[src/rtl/spectral_flux_peak_hold_unit_defines.svh]
// Assertion macros used by the spectral flux peak-hold RTL.
// Included by the top module, which carries the concurrent checks; needs nothing else.
`ifndef SPECTRAL_FLUX_PEAK_HOLD_UNIT_DEFINES_SVH
`define SPECTRAL_FLUX_PEAK_HOLD_UNIT_DEFINES_SVH

// Same-cycle implication, disabled while reset is asserted.
`define SFPH_ASSERT_IMP(label, clk, rstn, ante, cons) \
    label: assert property (@(posedge clk) disable iff (!(rstn)) (ante) |-> (cons)) \
        else $error("sfph: same-cycle check failed");

// Next-cycle implication, disabled while reset is asserted.
`define SFPH_ASSERT_NEXT(label, clk, rstn, ante, cons) \
    label: assert property (@(posedge clk) disable iff (!(rstn)) (ante) |=> (cons)) \
        else $error("sfph: next-cycle check failed");

`endif

[src/rtl/sfph_pkg.sv]
// Types and constants of the spectral flux peak-hold unit.
// Used by every module of the block but sfph_ram; depends on nothing.
`timescale 1ns / 1ps

package sfph_pkg;

    localparam int MAG_W   = 16;
    localparam int LEVEL_W = 8;
    localparam int FLUX_W  = 12;

    // 255.0 in unsigned Q8.4.
    localparam logic [FLUX_W-1:0]  FLUX_MAX    = 12'd4080;
    localparam int                 FLUX_MAX_I  = 4080;
    localparam logic [LEVEL_W-1:0] DECAY_RESET = 8'd10;
    localparam logic [7:0]         FLUX_GAIN   = 8'd255;

    // Per-bin result travelling from the update stage to the output stage.
    typedef struct packed {
        logic [LEVEL_W-1:0] held_level;
        logic [FLUX_W-1:0]  flux;
        logic               frame_end;
    } bin_result_t;

endpackage

[src/rtl/sfph_flux_update.sv]
// Per-bin arithmetic: rectified flux of one bin and its new peak-hold level.
// Depends on sfph_pkg for field widths and the flux limit.
`timescale 1ns / 1ps

module sfph_flux_update (
    input  logic signed [sfph_pkg::MAG_W-1:0]   magnitude,
    input  logic        [sfph_pkg::MAG_W-1:0]   prev_magnitude,
    input  logic        [sfph_pkg::LEVEL_W-1:0] prev_level,
    input  logic        [sfph_pkg::LEVEL_W-1:0] decay_step,
    output logic        [sfph_pkg::FLUX_W-1:0]  flux,
    output logic        [sfph_pkg::LEVEL_W-1:0] held_level
);

    logic signed [sfph_pkg::MAG_W:0]     diff;
    logic        [sfph_pkg::MAG_W+7:0]   scaled;
    logic        [sfph_pkg::MAG_W-1:0]   shifted;
    logic        [sfph_pkg::LEVEL_W-1:0] dropped;
    logic        [sfph_pkg::LEVEL_W-1:0] floor_level;

    always_comb begin
        diff    = {magnitude[sfph_pkg::MAG_W-1], magnitude}
                - {prev_magnitude[sfph_pkg::MAG_W-1], prev_magnitude};
        scaled  = (sfph_pkg::MAG_W+8)'(diff[sfph_pkg::MAG_W-1:0])
                * (sfph_pkg::MAG_W+8)'(sfph_pkg::FLUX_GAIN);
        shifted = scaled[sfph_pkg::MAG_W+7:8];

        // Only a rise counts; a positive difference always fits in MAG_W bits.
        if (diff[sfph_pkg::MAG_W] || (diff == '0)) begin
            flux = '0;
        end else if (shifted > sfph_pkg::MAG_W'(sfph_pkg::FLUX_MAX)) begin
            flux = sfph_pkg::FLUX_MAX;
        end else begin
            flux = shifted[sfph_pkg::FLUX_W-1:0];
        end

        dropped     = (prev_level > decay_step) ? (prev_level - decay_step) : '0;
        floor_level = flux[sfph_pkg::FLUX_W-1:4];
        held_level  = (dropped > floor_level) ? dropped : floor_level;
    end

endmodule

[config.mk]
export PLATFORM = sky130hd
export DESIGN_NAME = sfph_flux_update
export DESIGN_NICKNAME = d
export VERILOG_FILES = /design/src/rtl/spectral_flux_peak_hold_unit_defines.svh /design/src/rtl/sfph_pkg.sv /design/src/rtl/sfph_flux_update.sv
export SDC_FILE = /design/constraint.sdc
export NUM_CORES = 1
export LEC_CHECK = 0
export BUFFER_PORTS_ARGS = -buffer_cell sky130_fd_sc_hd__buf_2
export CORE_AREA = 4 4 133 135
export DETAILED_ROUTE_END_ITERATION = 6
export DIE_AREA = 0 0 137 139
export PLACE_DENSITY_LB_ADDON = 0.15
export SYNTH_ARGS = -nofsm -noshare
export SYNTH_HDL_FRONTEND = slang
export SYNTH_SLANG_ARGS = --single-unit
[constraint.sdc]
create_clock -name vclk -period 21
set_clock_uncertainty 0.15 [all_clocks]
set_input_delay 4.2 -clock vclk [all_inputs]
set_output_delay 4.2 -clock vclk [all_outputs]
set_load 0.01 [all_outputs]
==> impl_metrics.ini <==
[run_status]
status = completed

[flow_run]
maxCapViolCount = 0

[timing]
final.setup.tns_ps = 0
finalCriticalPeriod_ps = 17610
setup_viol = 0
slew_violations = 0
fin_hold_ws_ps = 8880
finalHoldViolCount = 0
fmax_mhz = 56.8
worstMarginPinSlew_ps = 933
grt_setup_unrepaired = no
slew_headroom = 0.373
fin_crit_sh = 0.838

[setup_path]
crit_top_cell = inv_1
critPathKind = in2out
worst_path_max_delay_cell = fa_1
cp-start-kind = input port
cp.required_ps = 16650
cp_max_fo = 15
end_kind = output pin
arrival_ps = 13260
cp_slowest_stage_delay_ps = 540

[detailed_routing]
vias = 4663
wl_per_cell_um = 14.1
finalWirelength_um = 13200
drc_errors = 0
via_per_inst = 4.99
drtAntennaViolNets = 0
drtPass1Iterations = 4
drt_iter0_markers = 239

[cts]
hold_buffers = 0
post_cts_buffers = 0
ctsResizeCount = 0

[placed_design]
port_buffers = 68
routabilityCongestion = 0.857
dp_hpwl_um = 11700

[synth]
synth.top_cell.area_share = 0.225
synth_top_cell_by_area = ha_1
yosysSeqAreaShare = 0
synth_common_cells = inv_1 (140), ha_1 (93), fa_1 (50), a21oi_1 (42), xnor2_1 (30)
yosys-top-cells-area = ha_1 (23%), fa_1 (19%), inv_1 (10%)
synth_compound_area_frac = 0.220
syn_inst = 656
synth.cell_area_um2 = 5160
synth_xor_area_frac = 0.101
ys_types = 71
synthAdderAreaFrac = 0.425
yosysMostFrequentCell = inv_1
synth_warnings = 0
syn-num-nets = 847
synth_top_family_by_area = adder cells
muxShareOfSynthArea = 0.00582
synth-simple-area-share = 0.131
avgSynthCellArea_um2 = 7.87

[floorplan]
num_io_pins = 68
dieWidth_um = 137
rows = 47
start_util = 0.314
chipHeight_um = 139
fp.dieArea_um2 = 19000
core_um2 = 16500

[final_layout]
fin_util = 0.349
seqCellArea_um2 = 0
antenna_cells = 0
area_growth_pct = 11.3
seq_cells = 0
clkbuf_count = 0
fillers = 1763
final_nets = 908
drive_gt1_frac = 0.131

[global_routing]
grt_pass1_wl_um = 23100
overflow = 0
grt_pass1_vias = 4901
antenna_found_initial = 0
grt_max_degree = 16
track_usage = 0.141

[worst_hold_path]
hp-class = in2out
## cell usage in the layout (no fill, tap or decap), types with 5 or more instances in the layout
| master | instances |
|---|---|
| inv_1 | 140 |
| ha_1 | 93 |
| buf_2 | 68 |
| fa_1 | 50 |
| a21oi_1 | 42 |
| xnor2_1 | 30 |
| nor2_1 | 27 |
| xor2_1 | 26 |
| nand2_1 | 24 |
| o21ai_0 | 24 |
| a21o_1 | 16 |
| nor3_1 | 12 |
| o21a_1 | 10 |
| nand4_1 | 10 |
| nor2b_1 | 9 |
| and2_1 | 9 |
| o21ai_1 | 8 |
| nand3_1 | 7 |
| inv_2 | 7 |
| o21bai_1 | 6 |
| o2bb2ai_1 | 6 |
| a211oi_1 | 5 |
| a31oi_1 | 5 |
| and3_1 | 5 |
| nand2b_1 | 5 |
## final timing paths
| kind | start | slack, ps | depth (start not counted) | to |
|---|---|---|---|---|
| min | decay_step[0] | 8880 | 5 | held_level[0] |
| max | magnitude[0] | 3390 | 38 | held_level[7] |
## metrics by stage
step                setup WS [ps]  instances  cell area, um^2
finish                       3390        935             5750
global route                 2570        935             5750
CTS                          3430        935             5750
detailed placement           3460        935             5750
global placement             3760        935             5750
floorplan                    4400        656             5160
## cell type report
cell class / count / area, um^2 / share of cell area
multi-input combinational: 498 / 4560 / 0.794
inverter: 147 / 552 / 0.0960
timing repair buffer: 70 / 355 / 0.0618
tap: 220 / 275 / 0.0479
## layer usage
metal	vias to the layer above	wire length [um]	track usage	share of wire
met5	-	0	0	0
met4	0	188	0.0137	0.014
met1	2231	6210	0.195	0.47
met2	75	6530	0.254	0.49
met3	10	285	0.00109	0.022
li1	2347	-	-	-
## critical path, delay by kind of cell
| family | cells | cell delay [ps] |
|---|---|---|
| AO/OA/AOI/OAI | 16 | 3520 |
| adder cells (fa/ha/maj) | 8 | 3190 |
| AND/OR/NAND/NOR | 4 | 930 |
| buffers and inverters | 8 | 850 |
| XOR/XNOR | 2 | 560 |
## kinds of logic (layout without fill, tap and decap cells)
logic type,after synthesis,count (layout)
buffers and inverters,158,217
multiplexers,3,3
XOR/XNOR,58,58
adder cells (fa/ha/maj),146,146
AND/OR/NAND/NOR,128,128
AO/OA/AOI/OAI,163,163
Power is not shown: default switching activity piles up to over one toggle a cycle in this logic, so the estimate is an artifact.
