### src/rtl/spectral_flux_peak_hold_unit_defines.svh
// Assertion macros used by the spectral flux peak-hold RTL.
// Included by the top module, which carries the concurrent checks; needs nothing else.
`ifndef SPECTRAL_FLUX_PEAK_HOLD_UNIT_DEFINES_SVH
`define SPECTRAL_FLUX_PEAK_HOLD_UNIT_DEFINES_SVH

// Same-cycle implication, disabled while reset is asserted.
`define SFPH_ASSERT_IMP(label, clk, rstn, ante, cons) \
    label: assert property (@(posedge clk) disable iff (!(rstn)) (ante) |-> (cons)) \
        else $error("sfph: same-cycle check failed");

// Next-cycle implication, disabled while reset is asserted.
`define SFPH_ASSERT_NEXT(label, clk, rstn, ante, cons) \
    label: assert property (@(posedge clk) disable iff (!(rstn)) (ante) |=> (cons)) \
        else $error("sfph: next-cycle check failed");

`endif

### src/rtl/sfph_pkg.sv
// Types and constants of the spectral flux peak-hold unit.
// Used by every module of the block but sfph_ram; depends on nothing.
`timescale 1ns / 1ps

package sfph_pkg;

    localparam int MAG_W   = 16;
    localparam int LEVEL_W = 8;
    localparam int FLUX_W  = 12;

    // 255.0 in unsigned Q8.4.
    localparam logic [FLUX_W-1:0]  FLUX_MAX    = 12'd4080;
    localparam int                 FLUX_MAX_I  = 4080;
    localparam logic [LEVEL_W-1:0] DECAY_RESET = 8'd10;
    localparam logic [7:0]         FLUX_GAIN   = 8'd255;

    // Per-bin result travelling from the update stage to the output stage.
    typedef struct packed {
        logic [LEVEL_W-1:0] held_level;
        logic [FLUX_W-1:0]  flux;
        logic               frame_end;
    } bin_result_t;

endpackage

### src/rtl/sfph_bass_div.sv
// Output stage: divides the frame's bass flux sum by the bass bin count and
// holds the result register towards the receiver. Depends on sfph_pkg.
`timescale 1ns / 1ps

module sfph_bass_div #(
    parameter int BASS_BINS = 32,
    parameter int SUM_W     = 17
) (
    input  logic                              aclk,
    input  logic                              aresetn,
    input  logic                              in_valid,
    output logic                              in_ready,
    input  sfph_pkg::bin_result_t             in_result,
    input  logic [SUM_W-1:0]                  in_sum,
    output logic                              m_valid,
    input  logic                              m_ready,
    output logic [sfph_pkg::LEVEL_W-1:0]      m_held_level,
    output logic [sfph_pkg::FLUX_W-1:0]       m_flux,
    output logic [sfph_pkg::FLUX_W-1:0]       m_bass_average,
    output logic                              m_frame_end
);

    // Exact division by a constant: floor(x * ceil(2^S / B) / 2^S) with
    // S = SUM_W + ceil(log2 B) is exact for every x below 2^SUM_W.
    localparam int DIV_L  = $clog2(BASS_BINS);
    localparam int DIV_S  = SUM_W + DIV_L;
    localparam int MUL_W  = SUM_W + 2;
    localparam int PROD_W = SUM_W + MUL_W;
    localparam logic [MUL_W-1:0] DIV_MUL =
        MUL_W'(((64'd1 << DIV_S) + 64'(BASS_BINS) - 64'd1) / 64'(BASS_BINS));

    logic                  p2_valid_reg;
    sfph_pkg::bin_result_t p2_result_reg;
    logic [SUM_W-1:0]      p2_sum_reg;
    logic                  p2_adv;

    logic [PROD_W-1:0]     product;

    logic                              m_valid_reg;
    logic [sfph_pkg::LEVEL_W-1:0]      m_held_level_reg;
    logic [sfph_pkg::FLUX_W-1:0]       m_flux_reg;
    logic [sfph_pkg::FLUX_W-1:0]       m_bass_average_reg;
    logic                              m_frame_end_reg;

    assign p2_adv   = !m_valid_reg || m_ready;
    assign in_ready = !p2_valid_reg || p2_adv;
    assign product  = PROD_W'(p2_sum_reg) * PROD_W'(DIV_MUL);

    always_ff @(posedge aclk) begin
        if (!aresetn) begin
            p2_valid_reg <= 1'b0;
            m_valid_reg  <= 1'b0;
        end else begin
            if (in_ready) begin
                p2_valid_reg <= in_valid;
            end
            if (p2_adv) begin
                m_valid_reg <= p2_valid_reg;
            end
        end
    end

    always_ff @(posedge aclk) begin
        if (in_valid && in_ready) begin
            p2_result_reg <= in_result;
            p2_sum_reg    <= in_sum;
        end
        if (p2_valid_reg && p2_adv) begin
            m_held_level_reg   <= p2_result_reg.held_level;
            m_flux_reg         <= p2_result_reg.flux;
            m_frame_end_reg    <= p2_result_reg.frame_end;
            m_bass_average_reg <= product[DIV_S +: sfph_pkg::FLUX_W];
        end
    end

    assign m_valid        = m_valid_reg;
    assign m_held_level   = m_held_level_reg;
    assign m_flux         = m_flux_reg;
    assign m_bass_average = m_bass_average_reg;
    assign m_frame_end    = m_frame_end_reg;

endmodule

### config.mk
export PLATFORM = sky130hd
export DESIGN_NAME = sfph_bass_div
export DESIGN_NICKNAME = d
export VERILOG_FILES = /design/src/rtl/spectral_flux_peak_hold_unit_defines.svh /design/src/rtl/sfph_pkg.sv /design/src/rtl/sfph_bass_div.sv
export SDC_FILE = /design/constraint.sdc
export NUM_CORES = 1
export LEC_CHECK = 0
export BUFFER_PORTS_ARGS = -buffer_cell sky130_fd_sc_hd__buf_2
export CORE_ASPECT_RATIO = 1.75
export CORE_MARGIN = 5
export CORE_UTILIZATION = 51
export CTS_CLUSTER_DIAMETER = 40
export DETAILED_ROUTE_END_ITERATION = 10
export GPL_TIMING_DRIVEN = 0
export HOLD_SLACK_MARGIN = 0.06
export PLACE_DENSITY_LB_ADDON = 0.12
export SLEW_MARGIN = 20
export SYNTH_ARGS = -nofsm -noshare
export SYNTH_HDL_FRONTEND = slang
export SYNTH_SLANG_ARGS = --single-unit
### constraint.sdc
create_clock -name aclk -period 6.4 [get_ports aclk]
set_clock_uncertainty 0.2 [all_clocks]
set_input_delay 0 -clock aclk [delete_from_list [all_inputs] [get_ports aclk]]
set_output_delay 0 -clock aclk [all_outputs]
set_load 0.01 [all_outputs]
==> reports/metrics.cfg <==
[final_layout]
final_layout_net_count = 238
diodes = 0
mostFrequentLayoutCell = sky130_fd_sc_hd__buf_2
largest_reg_flops = 21
area_growth_pct = 53.2
drive_above_1_share_pct = 45.8
layout.cells.most_common_list = 71 x sky130_fd_sc_hd__buf_2, 66 x sky130_fd_sc_hd__edfxtp_1, 37 x sky130_fd_sc_hd__dlygate4sd3_1
nFillCells = 207

[timing]
final.period_utilization_pct = 27.0
maxClockFrequency_mhz = 578
final_max_slew_viol_count = 0
final-setup-viol-count = 0
maxSlewHeadroom_pct = 63.8
setup_tns_ns = 0
period_minus_slack_ns = 1.73
worstMarginPinSlew_ns = 0.542
final-hold-violation-count = 0
unrepaired_setup_endpoints_after_global_routing = no

[critical_path]
cp_data_required_time_ns = 6.23
criticalPathCategory = register to register
crit_path_start_kind = register
timing.critical_path.to_type = register
ff2ff_setup_slack_ns = 4.67
crit_arrival_ns = 1.56
crit_fanout = 20

[clock_network]
cts_tree = done
path_clk_slew_ns = 0.07
cts_num_sinks = 68
cts.repair.resized = 0
clk_path_buf_depth = 2
clock_latency_ns = 0.33
cts.root.buffer_cell = sky130_fd_sc_hd__clkbuf_8
tritoncts.num_buffers = 9
maximum_level_of_the_cts_h_tree = 3

[route]
remaining_drc_errors = 0
antenna_violating_nets_left = 0
dr.pass1.iters = 4
drt-vias-per-instance = 4.63
wl_per_cell_um = 16.6
drt_iter0_markers = 31
routed_wirelength_um = 4140
route.vias.total = 1154

[power_and_ir_drop]
power.density_nw_per_um2 = 315
sequentialPowerShare_pct = 51.8
power.static_leakage_nw = 1.28
power_switching_w = 0.000179
sw_frac_of_total_pct = 17.7
total_power_w = 0.00101
peakVddDrop_uv = 230
power.combinational.fraction_pct = 6.0
clkPwrFrac_pct = 42.2
power_report.internal_total_w = 0.000829

[synthesis]
syn_area_um2 = 2090
synthesis.instances = 75
syn-num-nets = 117
yosys.cell_types.count = 9
synthesis.area_per_instance_um2 = 27.8
synth_seq_area_share_pct = 96.9
synthesis.yosys.warnings = 0
ys_seq_elements = 68

[placement]
hpwl_um = 2280
gp_congestion = 0.707
buffer_ports.inserted = 71

[floorplan]
die_width_um = 58.3
die_area_um2 = 5520
floorplan.initialDensity_pct = 53.4
chipHeight_um = 94.6
core_um2 = 3900
num_io_pins = 77
rows = 30

[global_route]
globalRouteTotalUtil_pct = 16.7
grt-ovfl-total = 0
grt_first_pass_wirelength_um = 6210
grt_antenna_before_repair = 0
grt_max_degree = 28
first_global_vias = 1240

[hold_path]
min_path_type = primary input to register

[run_status]
outcome = completed

[run]
max_cap_violations = 0

==> power by group through the flow <==
stage	registers, W	logic, W	clock network, W
finish	0.000522	0.0000605	0.000425
global route	0.000524	0.0000651	0.000457
CTS	0.000522	0.0000601	0.000428
detailed placement	0.000531	0.0000425	0
global placement	0.000530	0.0000354	0
floorplan	0.000536	0.00000835	0
==> what timing repair did <==
item / CTS / global route
hold buffers: 37 / 0
hold endpoints to repair: 48 / 0
setup buffers: 0 / 0
==> routing by layer <==
layer / up-vias / part of all wire, % / GRT usage, %
met5: - / 0 / 0
met4: 0 / 1.4 / 8.70
met3: 5 / 9.1 / 6.29
met2: 58 / 58 / 29.1
met1: 551 / 31 / 16.7
li1: 540 / - / -
==> synth_stat cells (all sizes together) <==
library cell  number  share of area (%)
nor2b              2               0.96
a21boi             1               0.36
dfxtp              2                1.9
nand3b             1               0.96
inv                1               0.18
a21oi              1               0.24
o21a               1               0.36
edfxtp            66                 95
==> logic make-up (layout without fill, tap and decap cells) <==
family / count (synthesis) / after routing / synth area share (%)
AOI/OAI and AO/OA: 3 / 3 / 0.960
buffers and inverters: 1 / 127 / 0.180
DFF: 68 / 68 / 96.9
and+or+nand+nor: 3 / 3 / 1.92
==> metrics by stage <==
step	std cells	instance area (um2)	utilization (%)	hold WS, ns	setup slack (ns)
2_1_floorplan	75	2090	-	-0.101	3.61
4_1_cts	249	3200	81.9	0.0694	4.65
3_5_place_dp	196	2570	66.0	-0.0219	4.67
6_report	249	3200	81.9	0.0822	4.67
3_3_place_gp	194	2500	64.1	-0.0237	3.14
5_1_grt	249	3200	81.9	0.0777	4.61
==> cell type report <==
cell class                 count  area (um2)  area share, %
sequential                    68        2020           63.3
timing repair buffer         110         781           24.4
clock buffer                  12         155           4.86
clock inverter                 4        95.1           2.98
multi-input combinational      6        78.8           2.47
tap                           48        60.1           1.88
inverter                       1        3.75          0.117
==> critical path, cell delays in order, from the launching register on <==
cell                      delay, ns
sky130_fd_sc_hd__dfxtp_1       0.36
sky130_fd_sc_hd__nor2b_4       0.17
sky130_fd_sc_hd__a21oi_4       0.47
sky130_fd_sc_hd__buf_16        0.23
==> final timing paths <==
check,from,endpoint,cells after the start
worst min-delay path,m_ready,m_flux[4],3
worst min register to register,p2_result_reg[11],m_flux[10],0
worst max-delay path,m_valid,p2_sum_reg[13],3
worst max register to register,m_valid,p2_sum_reg[13],3
(Power assumes the default switching activity.)
